### config.mk
export PLATFORM = sky130hd
export DESIGN_NAME = vole_cpu_step_top
export DESIGN_NICKNAME = d
export VERILOG_FILES = /design/src/rtl/vcpu_pkg.sv /design/src/rtl/vcpu_ram.sv /design/src/rtl/vole_cpu_step_top.sv
export VERILOG_INCLUDE_DIRS = /design/src /design/src/rtl
export SDC_FILE = /design/constraint.sdc
export NUM_CORES = 2
export LEC_CHECK = 0
export ABC_CLOCK_PERIOD_IN_PS = 15100
export BUFFER_PORTS_ARGS = -buffer_cell sky130_fd_sc_hd__clkbuf_2
export CAP_MARGIN = 0
export CORE_ASPECT_RATIO = 0.9
export CORE_MARGIN = 2
export CORE_UTILIZATION = 46
export DETAILED_ROUTE_END_ITERATION = 10
export GPL_TIMING_DRIVEN = 0
export PLACE_DENSITY = 0.58
export SKIP_CTS_REPAIR_TIMING = 1
export SYNTH_ARGS = -nofsm -noshare
export SYNTH_HDL_FRONTEND = slang
export SYNTH_SLANG_ARGS = --single-unit
export TNS_END_PERCENT = 30
### constraint.sdc
create_clock -name clk -period 15.1 [get_ports clk]
set_input_delay 2.265 -clock clk [delete_from_list [all_inputs] [get_ports clk]]
set_output_delay 2.265 -clock clk [all_outputs]
set_load 0.02 [all_outputs]
### src/rtl/vole_cpu_step_top_assert.svh
// ----------------------------------------------------------------------------
// Assertion macros for the Vole CPU step block
// Concurrent checks sampled on clk and switched off while arst_n is low.
// ----------------------------------------------------------------------------
`ifndef VOLE_CPU_STEP_TOP_ASSERT_SVH
`define VOLE_CPU_STEP_TOP_ASSERT_SVH

// The consequent must hold in the same cycle as the antecedent.
`define VCPU_ASSERT_NOW(label, ante, cons, msg) \
	label: assert property (@(posedge clk) disable iff (!arst_n) (ante) |-> (cons)) \
		else $error(msg);

// The consequent must hold in the cycle after the antecedent.
`define VCPU_ASSERT_NEXT(label, ante, cons, msg) \
	label: assert property (@(posedge clk) disable iff (!arst_n) (ante) |=> (cons)) \
		else $error(msg);

`endif

### src/rtl/vcpu_pkg.sv
// ----------------------------------------------------------------------------
// Vole CPU step package
// Sizes, request codes, opcodes and sequencer states of the Vole CPU block.
// ----------------------------------------------------------------------------
package vcpu_pkg;

	localparam int MEM_DEPTH = 256;
	localparam int REG_COUNT = 16;
	localparam int MEM_AW    = $clog2(MEM_DEPTH);
	localparam int REG_AW    = $clog2(REG_COUNT);

	typedef enum logic [1:0] {
		CMD_WR_MEM = 2'd0,
		CMD_RD_MEM = 2'd1,
		CMD_RD_REG = 2'd2,
		CMD_EXEC   = 2'd3
	} vcpu_cmd_t;

	localparam logic [3:0] OP_LOAD  = 4'h1;
	localparam logic [3:0] OP_IMM   = 4'h2;
	localparam logic [3:0] OP_STORE = 4'h3;
	localparam logic [3:0] OP_MOVE  = 4'h4;
	localparam logic [3:0] OP_ADD   = 4'h5;
	localparam logic [3:0] OP_JEQ   = 4'hB;
	localparam logic [3:0] OP_HALT  = 4'hC;

	localparam logic [REG_AW-1:0] REG_ZERO = '0;

	typedef enum logic [3:0] {
		ST_IDLE,
		ST_DISPATCH,
		ST_RD_MEM,
		ST_RD_REG,
		ST_FETCH_HI,
		ST_FETCH_LO,
		ST_LOAD_MEM,
		ST_STORE,
		ST_MOVE,
		ST_ADD_X,
		ST_ADD_Y,
		ST_JMP_R,
		ST_JMP_0,
		ST_DONE
	} vcpu_state_t;

endpackage

### src/rtl/vcpu_ram.sv
// ----------------------------------------------------------------------------
// Generic single-port RAM
// One read or write address per cycle, read data registered.
// ----------------------------------------------------------------------------
module vcpu_ram #(
	parameter int WIDTH = 8,
	parameter int DEPTH = 256
) (
	input  logic                     clk,
	input  logic                     we,
	input  logic [$clog2(DEPTH)-1:0] addr,
	input  logic [WIDTH-1:0]         wdata,
	output logic [WIDTH-1:0]         rdata
);

	logic [WIDTH-1:0] mem_q [DEPTH];

	always_ff @(posedge clk) begin
		if (we) begin
			mem_q[addr] <= wdata;
		end
		rdata <= mem_q[addr];
	end

endmodule

### src/rtl/vole_cpu_step_top.sv
// ----------------------------------------------------------------------------
// Vole CPU step block
// A small byte-wide CPU driven one request at a time over a stream port.
//
// Requests enter on s_tvalid/s_tready: s_tuser carries the command (write
// memory byte, read memory byte, read register, execute one instruction),
// s_tdata the address and the write byte. Each request gives exactly one
// response on m_tvalid/m_tready with the byte read, the program counter,
// the last fetched instruction and the halted and bad-instruction flags.
// Main memory and the register file are single-port RAMs with a registered
// read, and the sequencer makes one access to each per cycle. After a
// dispatch state, a memory write or a halted execute goes straight to the
// done state, a read passes one read state, and an instruction passes
// two fetch reads, then up to two register reads or one operand read and
// a write-back. The next request is taken once the response has moved into
// the output register. A finished response waits in the output
// register while the receiver stalls; a new request is still accepted then
// and its own response holds until the register is free. Reset clears the
// counter, instruction, halt flag and every stored byte (through per-entry
// valid bits) at once; no clearing pass follows it.
// ----------------------------------------------------------------------------
`include "vole_cpu_step_top_assert.svh"

module vole_cpu_step_top
	import vcpu_pkg::*;
(
	input  logic        clk,
	input  logic        arst_n,
	input  logic        s_tvalid,
	output logic        s_tready,
	input  logic [15:0] s_tdata,  // [7:0] address, [15:8] write_data
	input  logic [1:0]  s_tuser,  // [1:0] command
	output logic        m_tvalid,
	input  logic        m_tready,
	output logic [31:0] m_tdata,  // [7:0] read_data, [15:8] pc_value, [31:16] instruction_word
	output logic [1:0]  m_tuser   // [0] halted, [1] bad_instruction
);

	vcpu_state_t state_q, state_d;

	vcpu_cmd_t         cmd_q;
	logic [MEM_AW-1:0] addr_q;
	logic [7:0]        wdata_q;
	logic [MEM_AW-1:0] pc_q;
	logic [15:0]       ir_q;
	logic              halt_q;
	logic              bad_q;
	logic [7:0]        hi_q;
	logic [7:0]        opa_q;
	logic [7:0]        rdata_q;

	logic [MEM_DEPTH-1:0] mem_valid_q;
	logic [REG_COUNT-1:0] reg_valid_q;
	logic                 mem_rvalid_s1;
	logic                 reg_rvalid_s1;

	logic              m_tvalid_q;
	logic [31:0]       m_tdata_q;
	logic [1:0]        m_tuser_q;

	logic [MEM_AW-1:0] mem_addr;
	logic              mem_we;
	logic [7:0]        mem_wdata;
	logic [7:0]        mem_rdata;
	logic [7:0]        mem_val;
	logic [REG_AW-1:0] reg_addr;
	logic              reg_we;
	logic [7:0]        reg_wdata;
	logic [7:0]        reg_rdata;
	logic [7:0]        reg_val;

	logic              s_fire;
	logic              done_fire;
	logic [3:0]        op;
	logic              op_known;

	vcpu_ram #(.WIDTH(8), .DEPTH(MEM_DEPTH)) u_mem (
		.clk   (clk),
		.we    (mem_we),
		.addr  (mem_addr),
		.wdata (mem_wdata),
		.rdata (mem_rdata)
	);

	vcpu_ram #(.WIDTH(8), .DEPTH(REG_COUNT)) u_regs (
		.clk   (clk),
		.we    (reg_we),
		.addr  (reg_addr),
		.wdata (reg_wdata),
		.rdata (reg_rdata)
	);

	// An entry never written since reset reads as zero.
	assign mem_val = mem_rvalid_s1 ? mem_rdata : 8'd0;
	assign reg_val = reg_rvalid_s1 ? reg_rdata : 8'd0;

	assign s_tready  = (state_q == ST_IDLE);
	assign s_fire    = s_tvalid && s_tready;
	assign done_fire = (state_q == ST_DONE) && (!m_tvalid_q || m_tready);

	// During the low-byte fetch the opcode comes from the high byte held in hi_q.
	assign op = hi_q[7:4];

	always_comb begin
		case (op)
			OP_LOAD, OP_IMM, OP_STORE, OP_MOVE, OP_ADD, OP_JEQ, OP_HALT: op_known = 1'b1;
			default: op_known = 1'b0;
		endcase
	end

	always_comb begin
		state_d = state_q;
		case (state_q)
			ST_IDLE: begin
				if (s_fire) state_d = ST_DISPATCH;
			end
			ST_DISPATCH: begin
				case (cmd_q)
					CMD_WR_MEM: state_d = ST_DONE;
					CMD_RD_MEM: state_d = ST_RD_MEM;
					CMD_RD_REG: state_d = ST_RD_REG;
					CMD_EXEC:   state_d = halt_q ? ST_DONE : ST_FETCH_HI;
					default:    state_d = ST_DONE;
				endcase
			end
			ST_RD_MEM:   state_d = ST_DONE;
			ST_RD_REG:   state_d = ST_DONE;
			ST_FETCH_HI: state_d = ST_FETCH_LO;
			ST_FETCH_LO: begin
				case (op)
					OP_LOAD:  state_d = ST_LOAD_MEM;
					OP_STORE: state_d = ST_STORE;
					OP_MOVE:  state_d = ST_MOVE;
					OP_ADD:   state_d = ST_ADD_X;
					OP_JEQ:   state_d = ST_JMP_R;
					default:  state_d = ST_DONE;
				endcase
			end
			ST_LOAD_MEM: state_d = ST_DONE;
			ST_STORE:    state_d = ST_DONE;
			ST_MOVE:     state_d = ST_DONE;
			ST_ADD_X:    state_d = ST_ADD_Y;
			ST_ADD_Y:    state_d = ST_DONE;
			ST_JMP_R:    state_d = ST_JMP_0;
			ST_JMP_0:    state_d = ST_DONE;
			ST_DONE: begin
				if (done_fire) state_d = ST_IDLE;
			end
			default: state_d = ST_IDLE;
		endcase
	end

	always_comb begin
		mem_addr  = pc_q;
		mem_we    = 1'b0;
		mem_wdata = wdata_q;
		reg_addr  = hi_q[3:0];
		reg_we    = 1'b0;
		reg_wdata = mem_val;
		case (state_q)
			ST_DISPATCH: begin
				case (cmd_q)
					CMD_WR_MEM: begin
						mem_addr = addr_q;
						mem_we   = 1'b1;
					end
					CMD_RD_MEM: mem_addr = addr_q;
					CMD_RD_REG: reg_addr = addr_q[REG_AW-1:0];
					CMD_EXEC:   mem_addr = pc_q;
					default:    mem_addr = pc_q;
				endcase
			end
			ST_FETCH_HI: mem_addr = pc_q + MEM_AW'(1);
			ST_FETCH_LO: begin
				case (op)
					OP_LOAD: mem_addr = mem_val;
					OP_IMM: begin
						reg_we    = 1'b1;
						reg_wdata = mem_val;
					end
					OP_MOVE, OP_ADD: reg_addr = mem_val[7:4];
					default: reg_addr = hi_q[3:0];
				endcase
			end
			ST_LOAD_MEM: begin
				reg_addr  = ir_q[11:8];
				reg_we    = 1'b1;
				reg_wdata = mem_val;
			end
			ST_STORE: begin
				mem_addr  = ir_q[7:0];
				mem_we    = 1'b1;
				mem_wdata = reg_val;
			end
			ST_MOVE: begin
				reg_addr  = ir_q[3:0];
				reg_we    = 1'b1;
				reg_wdata = reg_val;
			end
			ST_ADD_X: reg_addr = ir_q[3:0];
			ST_ADD_Y: begin
				reg_addr  = ir_q[11:8];
				reg_we    = 1'b1;
				reg_wdata = opa_q + reg_val;
			end
			ST_JMP_R: reg_addr = REG_ZERO;
			default: begin
				mem_we = 1'b0;
				reg_we = 1'b0;
			end
		endcase
	end

	always_ff @(posedge clk or negedge arst_n) begin
		if (!arst_n) begin
			state_q       <= ST_IDLE;
			mem_valid_q   <= '0;
			reg_valid_q   <= '0;
			mem_rvalid_s1 <= 1'b0;
			reg_rvalid_s1 <= 1'b0;
			pc_q          <= '0;
			ir_q          <= '0;
			halt_q        <= 1'b0;
			bad_q         <= 1'b0;
			m_tvalid_q    <= 1'b0;
		end else begin
			state_q       <= state_d;
			mem_rvalid_s1 <= mem_valid_q[mem_addr];
			reg_rvalid_s1 <= reg_valid_q[reg_addr];
			if (mem_we) mem_valid_q[mem_addr] <= 1'b1;
			if (reg_we) reg_valid_q[reg_addr] <= 1'b1;
			case (state_q)
				ST_DISPATCH: bad_q <= 1'b0;
				ST_FETCH_LO: begin
					ir_q  <= {hi_q, mem_val};
					pc_q  <= pc_q + MEM_AW'(2);
					bad_q <= !op_known;
					if (op == OP_HALT) halt_q <= 1'b1;
				end
				ST_JMP_0: begin
					if (opa_q == reg_val) pc_q <= ir_q[7:0];
				end
				default: bad_q <= bad_q;
			endcase
			if (done_fire) begin
				m_tvalid_q <= 1'b1;
			end else if (m_tready) begin
				m_tvalid_q <= 1'b0;
			end
		end
	end

	always_ff @(posedge clk) begin
		if (s_fire) begin
			cmd_q   <= vcpu_cmd_t'(s_tuser);
			addr_q  <= s_tdata[7:0];
			wdata_q <= s_tdata[15:8];
		end
		case (state_q)
			ST_DISPATCH: rdata_q <= 8'd0;
			ST_RD_MEM:   rdata_q <= mem_val;
			ST_RD_REG:   rdata_q <= reg_val;
			ST_FETCH_HI: hi_q    <= mem_val;
			ST_ADD_X:    opa_q   <= reg_val;
			ST_JMP_R:    opa_q   <= reg_val;
			default:     opa_q   <= opa_q;
		endcase
		if (done_fire) begin
			m_tdata_q <= {ir_q, pc_q, rdata_q};
			m_tuser_q <= {bad_q, halt_q};
		end
	end

	assign m_tvalid = m_tvalid_q;
	assign m_tdata  = m_tdata_q;
	assign m_tuser  = m_tuser_q;

	`VCPU_ASSERT_NEXT(a_halt_sticky, halt_q, halt_q, "halt flag cleared after being set")
	`VCPU_ASSERT_NEXT(a_pc_only_on_exec, !(state_q == ST_FETCH_LO || state_q == ST_JMP_0), $stable(pc_q), "program counter moved outside fetch or jump")
	`VCPU_ASSERT_NOW(a_bad_not_halted, m_tvalid_q && m_tuser_q[1], !m_tuser_q[0] || ir_q[15:12] != OP_HALT, "bad instruction reported for a halt")
	`VCPU_ASSERT_NOW(a_one_write, mem_we, !reg_we && (state_q == ST_DISPATCH || state_q == ST_STORE), "memory written outside a write request or store")

endmodule

==> impl_metrics.tcl <==
set metrics [dict create \
    layout.nets 7295 \
    critPathBufInv 7 \
    drv.max_cap_violation_count 28 \
    regArea_um2 75600 \
    die_w_um 502 \
    synth-edff-count 2252 \
    worst_path_largest_cell_delay_ps 1370 \
    cts-root-buf "sky130_fd_sc_hd__clkbuf_16" \
    track_usage_pct 35.0 \
    finish.instance_area_um2 118000 \
    synth-main-ff-cell "sky130_fd_sc_hd__edfxtp_1" \
    cells_along_the_critical_path "inv_1 -> ha_1 -> buf_2 -> o21a_1 -> o21ai_0 -> o2111ai_2 -> nand2_1 -> buf_2 -> buf_2 -> buf_2 -> clkbuf_1 -> buf_2 -> mux2i_1 -> o32ai_1 -> o21ai_0 -> nand4_1 -> o21ai_0 -> nand4_1" \
    worst-path-max-fanout 10 \
    cts.htree.levels 5 \
    core_area_um2 222000 \
    min_delay_worst_type "flip-flop to flip-flop" \
    clock-sinks 2573 \
    post_synth_inst_count 6832 \
    critical_path.startpoint_type "flip-flop" \
    timing_hold_violations_final 0 \
    final_layout_size_suffix_gt1_share_pct 16.7 \
    synth_async_sr_flop_share_pct 11.9 \
    family_with_the_most_delay_on_the_worst_path "buffers and inverters" \
    worst_slew_pin_slew_ps 1710 \
    cp_data_arrival_time_ps 9820 \
    vias 69600 \
    syn-cell-area_um2 103000 \
    grt_antenna_before_repair 42 \
    clock_tree_from_tritoncts "yes" \
    areaGrowthSynthToFinish_pct 14.6 \
    yosysWarnings 0 \
    ys_ff_latch 2573 \
    floorplan.io_pins 58 \
    detail_route.wirelength_mm 402 \
    synth_nets 6868 \
    postPlaceCellArea_um2 109000 \
    clock_slew_at_reported_path_ffs_ps 60 \
    io_buffer_count 57 \
    avgViaCountPerCell 6.64 \
    syn_area_per_cell_um2 15.0 \
    grt.overflow.total 0 \
    failed_checks "capacitance limit, slew limit" \
    multi_input_gate_area_um2 25200 \
    worstSkewPairLatency_ps 970 \
    slew_viol_final 186 \
    initial_utilization_pct 46.3 \
    rows 164 \
    grt_setup_unrepaired "no" \
    status "finished with violations" \
    dr.pass1.iters 7 \
    vias_in_the_first_global_route 64500 \
    place_hpwl_mm 288 \
    die-height_um 452 \
    cts_buffers 283 \
    fmax_mhz 109 \
    grt_start_max_net_pins 99 \
    setup_viol 0 \
    ant_nets 0 \
    max-slew-margin-rel_pct -15.0 \
    setup_total_negative_slack_ps 0 \
    critical_path.endpoint_type "flip-flop" \
    yosys.cell_types.count 80 \
    min_period_over_period_pct 60.9 \
    post-route-min-period_ps 9200 \
    finalWeightedCongestion 1.06 \
    average_detailed_routed_wire_length_per_instance_um 38.3 \
    grt_first_pass_wirelength_mm 540 \
    drt_iter0_markers 13000 \
    required_ps 15720 \
    regToRegSetupSlack_ps 5900 \
    critical_path.slowest_cell "sky130_fd_sc_hd__o21ai_0" \
    synth-seq-area-share_pct 73.5 \
    ctsLongestPathBuffers 4 \
    final.fill_count 18300 \
    timing.clock.skew_ps 94.2 \
    drt_drc 0 \
    worstSetupPathType "flip-flop to flip-flop" \
    worst_path_most_repeated_cell "sky130_fd_sc_hd__buf_2" \
    die_footprint_um2 227000 \
]
## flip-flops by register name, indices dropped and copies added, names as in the netlist
register and count:
mem_rvalid_s1 1, hi_q 8, bad_q 1, m_tuser 2, halt_q 1, u_mem.rdata 8
pc_q 8, wdata_q 8, u_mem.mem_q 2048, state_q 4, reg_valid_q 16, opa_q 8
mem_valid_q 256, ir_q 16, u_regs.rdata 8, m_tdata 32, rdata_q 8, cmd_q 2
addr_q 8, reg_rvalid_s1 1, u_regs.mem_q 128, m_tvalid 1
## per-stage QoR
step / hold slack (ps) / worst slack [ps] / std cells / util (%)
after floorplan: 400 / 1650 / 6832 / -
after global placement: 414 / -16040 / 9877 / 48.1
after detailed placement: 405 / 6770 / 9958 / 48.9
after CTS: 418 / 6780 / 10400 / 53.0
after global routing: 438 / 6360 / 10500 / 53.0
final: 418 / 5900 / 10500 / 53.0
## cells in the mapped netlist, types with 9 or more instances
library cell | number | area (um^2)
sky130_fd_sc_hd__edfxtp_1 | 2252 | 67600
sky130_fd_sc_hd__nand2_1 | 1014 | 3810
sky130_fd_sc_hd__nor2_1 | 330 | 1240
sky130_fd_sc_hd__dfrtp_1 | 305 | 7630
sky130_fd_sc_hd__or2_2 | 270 | 1690
sky130_fd_sc_hd__clkbuf_1 | 265 | 995
sky130_fd_sc_hd__nand3_1 | 258 | 1290
sky130_fd_sc_hd__mux4_2 | 239 | 5380
sky130_fd_sc_hd__and3_1 | 230 | 1440
sky130_fd_sc_hd__o21ai_0 | 177 | 886
sky130_fd_sc_hd__buf_2 | 138 | 691
sky130_fd_sc_hd__a21oi_1 | 134 | 671
sky130_fd_sc_hd__nand4_1 | 125 | 782
sky130_fd_sc_hd__a211oi_1 | 108 | 811
sky130_fd_sc_hd__a2111oi_0 | 91 | 797
sky130_fd_sc_hd__mux2i_1 | 78 | 781
sky130_fd_sc_hd__a31oi_1 | 75 | 469
sky130_fd_sc_hd__a311oi_1 | 71 | 622
sky130_fd_sc_hd__inv_1 | 54 | 203
sky130_fd_sc_hd__nor3_1 | 52 | 260
sky130_fd_sc_hd__a311o_1 | 46 | 460
sky130_fd_sc_hd__o2111ai_1 | 46 | 403
sky130_fd_sc_hd__buf_1 | 44 | 165
sky130_fd_sc_hd__a22oi_1 | 41 | 308
sky130_fd_sc_hd__and2_1 | 38 | 238
sky130_fd_sc_hd__a211o_1 | 34 | 298
sky130_fd_sc_hd__o22ai_1 | 27 | 169
sky130_fd_sc_hd__o211ai_1 | 26 | 195
sky130_fd_sc_hd__nor4_1 | 18 | 113
sky130_fd_sc_hd__dfxtp_1 | 16 | 320
sky130_fd_sc_hd__nand2b_1 | 15 | 93.8
sky130_fd_sc_hd__nor4b_1 | 15 | 131
sky130_fd_sc_hd__and4_1 | 14 | 123
sky130_fd_sc_hd__ha_1 | 13 | 163
sky130_fd_sc_hd__o21a_1 | 13 | 97.6
sky130_fd_sc_hd__a32oi_1 | 11 | 96.3
sky130_fd_sc_hd__a22o_1 | 10 | 87.6
sky130_fd_sc_hd__o31ai_1 | 10 | 75.1
sky130_fd_sc_hd__o41ai_1 | 9 | 78.8
## area by class of cell
cell class              count  share of cell area (%)
plain buffers             452                    1.63
clock buffers             386                    6.74
repair buffers            142                    1.71
diodes                     26                  0.0552
inverters                  54                   0.172
clock inverters           105                   0.917
flip-flops and latches   2573                    64.2
well taps                2988                    3.17
multi-input cells        3753                    21.4
## kinds of logic (layout without fill, tap and decap cells)
kind of cell	after synthesis	count (layout)	share of synthesized area, %
adders and majority gates	14	14	0.178
xor gates and xnor gates	10	10	0.0852
and+or+nand+nor	2422	2422	11.3
other	0	26	0
muxes	325	325	6.09
buffers and inverters	506	1139	2.04
DFF	2573	2573	73.5
AOI/OAI and AO/OA	982	982	6.82
## layout by cell type, fill, tap and decap left out, drive strengths merged, types with 11 or more instances in the layout
master,instances
edfxtp,2252
nand2,1014
clkbuf,710
nor2,335
dfrtp,305
or2,272
buf,270
nand3,262
mux4,239
and3,230
o21ai,179
a21oi,134
nand4,125
a211oi,108
a2111oi,91
mux2i,78
a31oi,75
clkinv,73
a311oi,71
inv,57
nor3,56
o2111ai,47
a311o,46
a22oi,41
and2,38
a211o,34
o22ai,27
diode,26
o211ai,26
bufinv,22
nor4,19
nor4b,17
dfxtp,16
nand2b,15
and4,14
o21a,13
ha,13
a32oi,11
## metal layers
layer	track usage (%)	vias to the layer above	routed length [um]
li1	-	27300	-
met1	48.0	35400	150000
met2	47.4	5730	163000
met3	14.4	1202	62900
met4	18.8	30	26200
met5	0.652	-	254
## path summary, 6_finish.rpt
kind / end / cells after the start / from
min: m_tdata[2]$_DFFE_PP_ / 0 / rdata_q[2]$_DFFE_PP_
min reg2reg: m_tdata[2]$_DFFE_PP_ / 0 / rdata_q[2]$_DFFE_PP_
max reg2reg: u_mem.rdata[2]$_DFF_P_ / 18 / cmd_q[0]$_DFFE_PP_
min in group asynchronous: reg_valid_q[5]$_DFFE_PN0P_ / 1 / arst_n
max: u_mem.rdata[2]$_DFF_P_ / 18 / cmd_q[0]$_DFFE_PP_
max in group asynchronous: mem_valid_q[232]$_DFFE_PN0P_ / 4 / arst_n
Power is left out: the tool's default activity adds up to more than one toggle a clock period on the data nets, which glitch-free logic cannot reach.
